--- src/cobs_rx_pkg.sv ---
package cobs_rx_pkg;

  localparam int unsigned ByteW  = 8;
  localparam int unsigned IndexW = 9;
  localparam int unsigned PhaseW = 2;

  localparam logic [PhaseW-1:0] PhIdle  = 2'd0;
  localparam logic [PhaseW-1:0] PhCode  = 2'd1;
  localparam logic [PhaseW-1:0] PhFrame = 2'd2;

  localparam logic [IndexW:0] HeaderBytes = 10'd4;

  typedef struct packed {
    logic              valid;
    logic [ByteW-1:0]  frame_byte;
    logic [IndexW-1:0] byte_index;
    logic              frame_end;
    logic              frame_abort;
  } result_t;

endpackage

--- src/cobs_frame_receiver.sv ---
// Path: a decoded byte passes the input register, then the result register.
// Throughput: one byte per cycle while out_stall_i is low; the two registers
// decouple the channels, so while a result waits, a byte is still taken into
// the input register as long as that register is empty.
// Reset: asynchronous, active low; clears frame state to idle and empties
// both registers.
module cobs_frame_receiver #(
  parameter int unsigned MAX_FRAME_BYTES = 128
) (
  input  logic                          clk_i,
  input  logic                          rst_ni,
  input  logic                          in_valid_i,
  output logic                          in_stall_o,
  input  logic [cobs_rx_pkg::ByteW-1:0]  rx_byte_i,
  output logic                          out_valid_o,
  input  logic                          out_stall_i,
  output logic [cobs_rx_pkg::ByteW-1:0]  frame_byte_o,
  output logic [cobs_rx_pkg::IndexW-1:0] byte_index_o,
  output logic                          frame_end_o,
  output logic                          frame_abort_o
);
  import cobs_rx_pkg::*;

  logic             in_valid_q, in_valid_d;
  logic [ByteW-1:0] in_byte_q;
  logic             out_valid_q, out_valid_d;
  logic             proceed;
  logic             load;
  result_t          res;

  logic [ByteW-1:0]  frame_byte_q;
  logic [IndexW-1:0] byte_index_q;
  logic              frame_end_q;
  logic              frame_abort_q;

  assign proceed    = in_valid_q && (!out_valid_q || !out_stall_i);
  assign in_stall_o = in_valid_q && !proceed;
  assign load       = in_valid_i && !in_stall_o;

  cobs_rx_core #(
    .MAX_FRAME_BYTES(MAX_FRAME_BYTES)
  ) u_core (
    .clk_i  (clk_i),
    .rst_ni (rst_ni),
    .step_i (proceed),
    .byte_i (in_byte_q),
    .res_o  (res)
  );

  always_comb begin
    in_valid_d = in_valid_q;
    if (load) begin
      in_valid_d = 1'b1;
    end else if (proceed) begin
      in_valid_d = 1'b0;
    end

    out_valid_d = out_valid_q;
    if (res.valid) begin
      out_valid_d = 1'b1;
    end else if (!out_stall_i) begin
      out_valid_d = 1'b0;
    end
  end

  always_ff @(posedge clk_i or negedge rst_ni) begin
    if (!rst_ni) begin
      in_valid_q  <= 1'b0;
      out_valid_q <= 1'b0;
    end else begin
      in_valid_q  <= in_valid_d;
      out_valid_q <= out_valid_d;
    end
  end

  always_ff @(posedge clk_i) begin
    if (load) begin
      in_byte_q <= rx_byte_i;
    end
    if (res.valid) begin
      frame_byte_q  <= res.frame_byte;
      byte_index_q  <= res.byte_index;
      frame_end_q   <= res.frame_end;
      frame_abort_q <= res.frame_abort;
    end
  end

  assign out_valid_o   = out_valid_q;
  assign frame_byte_o  = frame_byte_q;
  assign byte_index_o  = byte_index_q;
  assign frame_end_o   = frame_end_q;
  assign frame_abort_o = frame_abort_q;

endmodule

--- src/cobs_rx_core.sv ---
module cobs_rx_core #(
  parameter int unsigned MAX_FRAME_BYTES = 128
) (
  input  logic                         clk_i,
  input  logic                         rst_ni,
  input  logic                         step_i,
  input  logic [cobs_rx_pkg::ByteW-1:0] byte_i,
  output cobs_rx_pkg::result_t         res_o
);
  import cobs_rx_pkg::*;

  localparam logic [IndexW:0] AbortAt = (IndexW+1)'(MAX_FRAME_BYTES) + HeaderBytes;

  logic [PhaseW-1:0] phase_q, phase_d;
  logic [IndexW-1:0] pos_q, pos_d;
  logic [ByteW-1:0]  len_q, len_d;
  logic [ByteW-1:0]  cnt_q, cnt_d;

  logic [ByteW-1:0]  cnt_dec;
  logic              hit;
  logic [ByteW-1:0]  dec_byte;
  logic [ByteW-1:0]  len_eff;
  logic [IndexW:0]   next;
  logic              done;
  logic              abort;

  always_comb begin
    cnt_dec  = cnt_q - 8'd1;
    hit      = (cnt_dec == '0);
    dec_byte = hit ? '0 : byte_i;
    len_eff  = (pos_q == '0) ? dec_byte : len_q;
    next     = {1'b0, pos_q} + 10'd1;
    done     = (next >= ({2'b00, len_eff} + HeaderBytes));
    abort    = !done && (next >= AbortAt);

    phase_d = phase_q;
    pos_d   = pos_q;
    len_d   = len_q;
    cnt_d   = cnt_q;

    res_o.valid       = 1'b0;
    res_o.frame_byte  = abort ? '0 : dec_byte;
    res_o.byte_index  = pos_q;
    res_o.frame_end   = done;
    res_o.frame_abort = abort;

    if (step_i) begin
      if (byte_i == '0) begin
        phase_d = PhCode;
      end else begin
        unique case (phase_q)
          PhCode: begin
            cnt_d   = byte_i;
            pos_d   = '0;
            phase_d = PhFrame;
          end
          PhFrame: begin
            cnt_d = hit ? byte_i : cnt_dec;
            if (pos_q == '0) begin
              len_d = dec_byte;
            end
            if (done || abort) begin
              phase_d = PhIdle;
              pos_d   = '0;
            end else begin
              pos_d = next[IndexW-1:0];
            end
            res_o.valid = 1'b1;
          end
          default: begin
          end
        endcase
      end
    end
  end

  always_ff @(posedge clk_i or negedge rst_ni) begin
    if (!rst_ni) begin
      phase_q <= PhIdle;
      pos_q   <= '0;
      len_q   <= '0;
      cnt_q   <= '0;
    end else begin
      phase_q <= phase_d;
      pos_q   <= pos_d;
      len_q   <= len_d;
      cnt_q   <= cnt_d;
    end
  end

endmodule

--- config.mk ---
export PLATFORM = sky130hd
export DESIGN_NAME = cobs_frame_receiver
export DESIGN_NICKNAME = d
export VERILOG_FILES = /design/src/cobs_rx_pkg.sv /design/src/cobs_frame_receiver.sv /design/src/cobs_rx_core.sv
export SDC_FILE = /design/constraint.sdc
export NUM_CORES = 1
export LEC_CHECK = 0
export BUFFER_PORTS_ARGS = -buffer_cell sky130_fd_sc_hd__buf_4
export CORE_UTILIZATION = 53
export DETAILED_ROUTE_END_ITERATION = 8
export GPL_ROUTABILITY_DRIVEN = 0
export GPL_TIMING_DRIVEN = 0
export PLACE_DENSITY = 0.81
export SLEW_MARGIN = 5
export SYNTH_ARGS = -nofsm -noshare
export SYNTH_HDL_FRONTEND = slang
export SYNTH_SLANG_ARGS = --single-unit
--- constraint.sdc ---
create_clock -name clk_i -period 4.57 [get_ports clk_i]
set_input_delay 0.457 -clock clk_i [delete_from_list [all_inputs] [get_ports clk_i]]
set_output_delay 0.457 -clock clk_i [all_outputs]
set_load 0.1 [all_outputs]
==> results of run 1 <==
-- kinds of logic after synthesis --
family,count (synthesis),synth area share
flops,56,0.486
fa+ha+maj,16,0.0633
compound gates,83,0.165
simple gates,134,0.217
buf+inv,29,0.0387
xor+xnor,10,0.0301
-- worst max-delay path, delay by kind of cell, from the launching register on --
kind | cells | cell delay (ns)
simple gates | 8 | 1.86
compound gates | 5 | 0.77
fa+ha+maj | 3 | 0.61
flops | 1 | 0.44
buf+inv | 2 | 0.23
xor+xnor | 1 | 0.22
-- flip-flops by register name, summed over array words and instances, names as in the netlist --
| signal | flops |
|---|---|
| u_core.phase_q | 2 |
| in_byte_q | 8 |
| u_core.cnt_q | 8 |
| byte_index_o | 9 |
| frame_byte_o | 8 |
| u_core.len_q | 8 |
| frame_abort_o | 1 |
| out_valid_o | 1 |
| in_valid_q | 1 |
| u_core.pos_q | 9 |
| frame_end_o | 1 |
-- power groups by stage --
| stage | clock [mW] | combinational (mW) | sequential [mW] |
|---|---|---|---|
| 4_1_cts | 0.293 | 1.66 | 0.852 |
| 6_report | 0.288 | 1.79 | 0.857 |
| 3_3_place_gp | 0 | 1.55 | 0.856 |
| 3_5_place_dp | 0 | 1.59 | 0.862 |
| 2_1_floorplan | 0 | 0.812 | 1.28 |
| 5_1_grt | 0.309 | 1.96 | 0.878 |
-- timing repair --
action | in CTS | in global routing
setup buffers | 3 | 8
pin swaps | 2 | 4
gates resized for setup | 11 | 12
setup endpoints to repair | 19 | 19
-- metal layers --
metal | wire length [um] | vias up | GRT usage
met3 | 370 | 23 | 0.0437
met5 | 0 | - | 0
li1 | - | 1294 | -
met4 | 244 | 0 | 0.111
met2 | 3570 | 101 | 0.400
met1 | 2950 | 1299 | 0.314
-- cells in the final DEF (no fill, tap or decap), drive strengths merged, types with 4 or more instances in the layout --
cell type  synthesis  routed
nor3               7       7
nor4               4       4
a211oi             4       4
clkbuf             4       9
or3                5       5
o21ai             32      32
nand3             15      15
a21oi             15      15
nor2b              8       8
or2                4       4
nand4              5       5
edfxtp            27      27
inv               15      16
nand2b             4       4
buf               10      52
ha                16      16
nor2              14      14
a31oi              4       4
o311ai             5       5
and2               5       5
and3               4       4
dfrtp             29      29
xnor2              7       7
nand2             49      49
o211ai             6       6
-- stage by stage --
| step | TNS [ns] | cell area (sq um) | hold slack [ns] | cells | setup WS [ns] |
|---|---|---|---|---|---|
| after floorplan | 0 | 3160 | 0.161 | 328 | 0.365 |
| after global placement | -1.20 | 3490 | 0.411 | 432 | -0.163 |
| after detailed placement | -3.34 | 3490 | 0.413 | 432 | -0.277 |
| after CTS | 0 | 3660 | 0.0653 | 443 | 0.00175 |
| after global routing | 0 | 3770 | 0.0733 | 450 | 0.00232 |
| final | 0 | 3770 | 0.0514 | 450 | 0.205 |
-- path summary, 6_finish.rpt --
check | end | depth (start not counted) | start | slack, ns
setup / recovery | frame_byte_o[6] | 19 | u_core.cnt_q[1] | 0.20
hold reg to reg | byte_index_o[4] | 0 | u_core.pos_q[4] | 0.45
setup reg to reg | frame_byte_o[6] | 19 | u_core.cnt_q[1] | 0.20
hold / removal | u_core.len_q[7] | 1 | rst_ni | 0.05
max in group asynchronous | u_core.pos_q[5] | 1 | rst_ni | 4.24
min in group clk_i | in_byte_q[4] | 1 | rx_byte_i[4] | 0.31
-- area by class of cell --
| class | count | area (sq um) |
|---|---|---|
| buffer | 13 | 67.6 |
| clock buffer | 5 | 68.8 |
| inverter | 15 | 56.3 |
| clock inverter | 3 | 27.5 |
| multi-input combinational | 243 | 1600 |
| timing repair buffer | 43 | 323 |
| sequential | 56 | 1540 |
| tap | 72 | 90.1 |
| fill | 441 | 1870 |
==> metrics.txt, run 1 <==
# TYPE chip_impl_metric gauge
chip_impl_metric{name="power.switching_fraction",unit=""} 0.511
chip_impl_info{name="synth.most_common_cell",value="nand2_1"} 1
chip_impl_metric{name="arrival_time_worst_endpoint",unit="ns"} 4.45
chip_impl_metric{name="fp.dieW",unit="um"} 79.3
chip_impl_metric{name="final_core_utilization",unit=""} 0.669
chip_impl_metric{name="worstPathMaxFanout",unit=""} 10
chip_impl_metric{name="net-switching-power",unit="mW"} 1.50
chip_impl_metric{name="grtUsageTotal",unit=""} 0.244
chip_impl_metric{name="routed_via_density",unit=""} 6.04
chip_impl_metric{name="final-max-slew-violation-count",unit=""} 0
chip_impl_metric{name="layout-area-overhead-vs-synth",unit="%"} 19.2
chip_impl_info{name="root_buffer",value="clkbuf_8"} 1
chip_impl_metric{name="report.power.total",unit="mW"} 2.93
chip_impl_metric{name="yosys_register_bits",unit=""} 56
chip_impl_metric{name="dp.final_hpwl",unit="um"} 5000
chip_impl_metric{name="clockPowerShare",unit=""} 0.098
chip_impl_metric{name="yosysWarnings",unit=""} 0
chip_impl_metric{name="cts.sink_count",unit=""} 56
chip_impl_metric{name="worst_ir_drop_vdd",unit="V"} 0.000414
chip_impl_info{name="cp_cell_sequence",value="inv_2 -> ha_4 -> or4b_4 -> xnor2_4 -> o21ai_4 -> nand2_2 -> buf_6 -> nand2_1 -> o21ai_2 -> ha_2 -> nand3_1 -> nor2_2 -> a21oi_2 -> or3_4 -> ha_4 -> a21oi_2 -> o311ai_4 -> or2_4 -> and3_1"} 1
chip_impl_info{name="cts_tree",value="yes"} 1
chip_impl_metric{name="io_buffer_count",unit=""} 32
chip_impl_metric{name="rows",unit=""} 27
chip_impl_info{name="synth.area.top_cells",value="edfxtp_1, dfrtp_1, ha_1"} 1
chip_impl_metric{name="holdBufCountCts",unit=""} 0
chip_impl_metric{name="grt_first_pass_wirelength",unit="um"} 11800
chip_impl_metric{name="diodes",unit=""} 0
chip_impl_info{name="post-synth-top-area-cell",value="edfxtp_1"} 1
chip_impl_info{name="end_kind",value="flop"} 1
chip_impl_metric{name="syn-mean-instance-area",unit="sq um"} 9.65
chip_impl_info{name="run_status",value="complete, no violations"} 1
chip_impl_metric{name="floorplan.die_area",unit="sq um"} 6280
chip_impl_metric{name="final-hold-violation-count",unit=""} 0
chip_impl_info{name="ys_top_cells_by_count",value="nand2_1, dfrtp_1, edfxtp_1"} 1
chip_impl_metric{name="top_level_ports",unit=""} 33
chip_impl_metric{name="post_synth_inst_count",unit=""} 328
chip_impl_metric{name="grt_start_max_net_pins",unit=""} 30
chip_impl_metric{name="cts-buffers-inserted",unit=""} 5
chip_impl_metric{name="share_of_layout_cells_above_drive_strength_1",unit=""} 0.230
chip_impl_info{name="grt_setup_unrepaired",value="false"} 1
chip_impl_metric{name="worst-endpoint-required",unit="ns"} 4.65
chip_impl_info{name="criticalPathCategory",value="flop to flop"} 1
chip_impl_metric{name="detail_route.first_pass.iterations",unit=""} 5
chip_impl_metric{name="p_seq_frac",unit=""} 0.292
chip_impl_info{name="crit_path_top_delay_cell",value="or4b_4"} 1
chip_impl_metric{name="yosys.area.top_type_share",unit=""} 0.256
chip_impl_metric{name="ant_nets",unit=""} 0
chip_impl_metric{name="cap_viol_max_count",unit=""} 0
chip_impl_metric{name="max-clock-path-buffers",unit=""} 2
chip_impl_metric{name="timing.final.crit_share",unit=""} 0.955
chip_impl_info{name="dominantRegCellSynth",value="dfrtp_1"} 1
chip_impl_metric{name="power-per-cell-area",unit="nW/um^2"} 777
chip_impl_metric{name="drt_initial_violations",unit=""} 182
chip_impl_metric{name="final_nets",unit=""} 405
chip_impl_metric{name="detailroute.via_count",unit=""} 2717
chip_impl_metric{name="final_skew",unit="ns"} 0.00428
chip_impl_info{name="startpoint_type",value="flop"} 1
chip_impl_metric{name="p_int",unit="mW"} 1.43
chip_impl_metric{name="clk_latency",unit="ns"} 0.31
chip_impl_metric{name="synth_edf_count",unit=""} 27
chip_impl_metric{name="setup_violations",unit=""} 0
chip_impl_metric{name="power_frac_comb",unit=""} 0.609
chip_impl_metric{name="power.static_leakage",unit="nW"} 1.62
chip_impl_metric{name="drt-wirelength-per-cell",unit="um"} 15.9
chip_impl_metric{name="synth_cell_types",unit=""} 53
chip_impl_metric{name="first_global_vias",unit=""} 2505
chip_impl_metric{name="slowest_delay",unit="ns"} 0.52
chip_impl_metric{name="path_clk_slew",unit="ns"} 0.11
chip_impl_metric{name="clock.fmax",unit="MHz"} 229
chip_impl_metric{name="chipHeight",unit="um"} 79.3
chip_impl_metric{name="floorplan.initialDensity",unit=""} 0.561
chip_impl_metric{name="htree_levels",unit=""} 2
chip_impl_info{name="min-delay-path-class",value="input pin to asynchronous set/reset pin"} 1
chip_impl_metric{name="final.min_clock_period",unit="ns"} 4.37
chip_impl_metric{name="grt_antenna_before_repair",unit=""} 0
chip_impl_metric{name="synth.yosys.seq_area_share",unit=""} 0.486
chip_impl_metric{name="worstMarginPinSlew",unit="ns"} 0.812
chip_impl_metric{name="slew-limit-headroom",unit=""} 0.458
chip_impl_metric{name="remaining_drc_errors",unit=""} 0
chip_impl_metric{name="core_area",unit="sq um"} 5640
chip_impl_metric{name="ys_async_sr_fraction",unit=""} 0.518
chip_impl_metric{name="number_of_nets_produced_by_synthesis",unit=""} 356
chip_impl_metric{name="mappedNetlistArea",unit="sq um"} 3160
chip_impl_metric{name="drt-total-wl",unit="um"} 7130
chip_impl_metric{name="grt_overflow_total",unit=""} 0
(Power assumes the default switching activity.)
==> inputs of run 2 (changes only) <==
ABC_CLOCK_PERIOD_IN_PS = 4570   (was default)
CORE_UTILIZATION = 42   (was 53)
PLACE_DENSITY = 0.68   (was 0.81)
==> metrics.txt, run 2 (synthesized netlist as in run 1, its figures left out) <==
# TYPE chip_impl_metric gauge
chip_impl_metric{name="grtUsageTotal",unit=""} 0.194
chip_impl_metric{name="final_nets",unit=""} 406
chip_impl_metric{name="grt_overflow_total",unit=""} 0
chip_impl_metric{name="multi_input_area",unit="sq um"} 1590
chip_impl_metric{name="met2WireLength",unit="um"} 3500
chip_impl_metric{name="drt-total-wl",unit="um"} 7220
chip_impl_metric{name="post_route_insts_no_fill",unit=""} 478
chip_impl_info{name="end_kind",value="flop"} 1
chip_impl_metric{name="drt_initial_violations",unit=""} 109
chip_impl_metric{name="grt_first_pass_wirelength",unit="um"} 11600
chip_impl_info{name="routed.top_layer",value="met4"} 1
chip_impl_metric{name="rows",unit=""} 31
chip_impl_metric{name="final_core_utilization",unit=""} 0.525
chip_impl_metric{name="final_critical_path_setup_slack",unit="ns"} 0.184
chip_impl_metric{name="routed-wl-met3",unit="um"} 241
chip_impl_info{name="layout.cells.most_common",value="nand2_1"} 1
chip_impl_metric{name="final-hold-violation-count",unit=""} 0
chip_impl_metric{name="clock.fmax",unit="MHz"} 228
chip_impl_metric{name="sum_neg_setup_slack",unit="ns"} 0
chip_impl_metric{name="final_skew",unit="ns"} 0.00927
chip_impl_metric{name="seqCellArea",unit="sq um"} 1540
chip_impl_info{name="startpoint_type",value="flop"} 1
chip_impl_metric{name="layout-area-overhead-vs-synth",unit="%"} 20.3
chip_impl_info{name="min-delay-path-class",value="input pin to asynchronous set/reset pin"} 1
chip_impl_metric{name="routed_via_density",unit=""} 5.53
chip_impl_metric{name="detailedPlace.worstSlack",unit="ns"} -0.238
chip_impl_metric{name="diodes",unit=""} 0
chip_impl_metric{name="path_clk_slew",unit="ns"} 0.10
chip_impl_info{name="criticalPathCategory",value="flop to flop"} 1
chip_impl_metric{name="worst_ir_drop_vdd",unit="V"} 0.000326
chip_impl_metric{name="report.power.total",unit="mW"} 2.92
chip_impl_metric{name="drt-wirelength-per-cell",unit="um"} 15.1
chip_impl_metric{name="postLayoutCellArea",unit="sq um"} 3810
chip_impl_metric{name="slew-limit-headroom",unit=""} 0.464
chip_impl_metric{name="placed_cell_area",unit="sq um"} 3530
chip_impl_info{name="root_buffer",value="clkbuf_8"} 1
chip_impl_metric{name="worst-endpoint-required",unit="ns"} 4.64
chip_impl_metric{name="fp.dieW",unit="um"} 88.8
chip_impl_metric{name="clk_latency",unit="ns"} 0.31
chip_impl_metric{name="first_global_vias",unit=""} 2395
chip_impl_metric{name="chipHeight",unit="um"} 88.8
chip_impl_metric{name="max-clock-path-buffers",unit=""} 2
chip_impl_metric{name="final_hold_slack",unit="ns"} 0.0724
chip_impl_metric{name="htree_levels",unit=""} 2
chip_impl_metric{name="worstPathMaxFanout",unit=""} 9
chip_impl_metric{name="setup_violations",unit=""} 0
chip_impl_metric{name="core_area",unit="sq um"} 7250
chip_impl_metric{name="wirelength_met1",unit="um"} 3320
chip_impl_metric{name="grt_antenna_before_repair",unit=""} 0
chip_impl_info{name="run_status",value="complete, no violations"} 1
chip_impl_metric{name="dp.final_hpwl",unit="um"} 5090
chip_impl_metric{name="timing.final.crit_share",unit=""} 0.960
chip_impl_metric{name="remaining_drc_errors",unit=""} 0
chip_impl_metric{name="holdBufCountCts",unit=""} 0
chip_impl_metric{name="io_buffer_count",unit=""} 32
chip_impl_metric{name="cap_viol_max_count",unit=""} 0
chip_impl_metric{name="final-max-slew-violation-count",unit=""} 0
chip_impl_metric{name="top_level_ports",unit=""} 33
chip_impl_metric{name="floorplan.die_area",unit="sq um"} 7890
chip_impl_metric{name="power.static_leakage",unit="nW"} 1.59
chip_impl_metric{name="fill_cells",unit=""} 664
chip_impl_metric{name="share_of_layout_cells_above_drive_strength_1",unit=""} 0.227
chip_impl_metric{name="place.detailed.instances",unit=""} 459
chip_impl_metric{name="worstMarginPinSlew",unit="ns"} 0.803
chip_impl_metric{name="cts.sink_count",unit=""} 56
chip_impl_metric{name="ant_nets",unit=""} 0
chip_impl_metric{name="power-per-cell-area",unit="nW/um^2"} 767
chip_impl_metric{name="grt_start_max_net_pins",unit=""} 30
chip_impl_info{name="cts_tree",value="yes"} 1
chip_impl_metric{name="cts-buffers-inserted",unit=""} 5
chip_impl_metric{name="final.min_clock_period",unit="ns"} 4.39
chip_impl_metric{name="arrival_time_worst_endpoint",unit="ns"} 4.46
chip_impl_metric{name="detailroute.via_count",unit=""} 2643
chip_impl_info{name="most-common-layout-cells",value="nand2_1, buf_4, dfrtp_1"} 1
chip_impl_metric{name="floorplan.initialDensity",unit=""} 0.436
chip_impl_metric{name="detail_route.first_pass.iterations",unit=""} 4
## run 2: what timing repair did
item / CTS / global route
setup endpoints to repair: 19 / 19
endpoints found under the hold margin: 0 / 0
gates resized for setup: 10 / 11
pin swaps: 1 / 6
buffers inserted: 1 / 10
cloned: 0 / 0
## run 2: worst paths after layout
path | from | end | slack [ns] | depth (start not counted)
min in group clk_i | rx_byte_i[2] | in_byte_q[2] | 0.32 | 1
setup / recovery | u_core.cnt_q[0] | frame_byte_o[6] | 0.18 | 22
setup reg to reg | u_core.cnt_q[0] | frame_byte_o[6] | 0.18 | 22
hold reg to reg | u_core.pos_q[3] | byte_index_o[3] | 0.45 | 0
max in group asynchronous | rst_ni | u_core.len_q[3] | 4.21 | 1
hold / removal | rst_ni | u_core.cnt_q[4] | 0.07 | 1
## run 2: routing by layer
| layer | global-route usage | vias to the layer above |
|---|---|---|
| met3 | 0.0299 | 15 |
| met1 | 0.262 | 1265 |
| met2 | 0.307 | 71 |
| met4 | 0.0880 | 0 |
| met5 | 0 | - |
| li1 | - | 1292 |
## run 2: cell type report
cell class                      count  share of cell area
Inverter                           15              0.0148
Sequential cell                    56               0.404
Buffer                             14              0.0191
Multi-Input combinational cell    243               0.417
Timing Repair Buffer               43              0.0848
Clock inverter                      2             0.00920
Tap cell                           99              0.0325
Clock buffer                        6              0.0191
## run 2: critical path, cell delays in order, from the launching register on
cell	delay (ns)
dfrtp_1	0.42
inv_2	0.10
ha_4	0.16
or4b_4	0.52
xnor2_4	0.22
o21ai_4	0.10
nand2_2	0.09
buf_6	0.14
nand2_2	0.08
o21ai_2	0.17
ha_2	0.22
nand3_1	0.08
nor2_2	0.13
a21oi_2	0.08
or3_4	0.40
ha_4	0.22
nand3_1	0.06
a21oi_1	0.04
o21ai_1	0.14
o311ai_2	0.16
or2_1	0.25
buf_2	0.17
and3_1	0.19
## run 2: power by group
part           leakage (nW)  internal, mW  switching, mW  total (mW)
sequential            0.628         0.727          0.130       0.857
combinational         0.909         0.568           1.17        1.74
clock                0.0552         0.163          0.158       0.321
total                  1.59          1.46           1.46        2.92
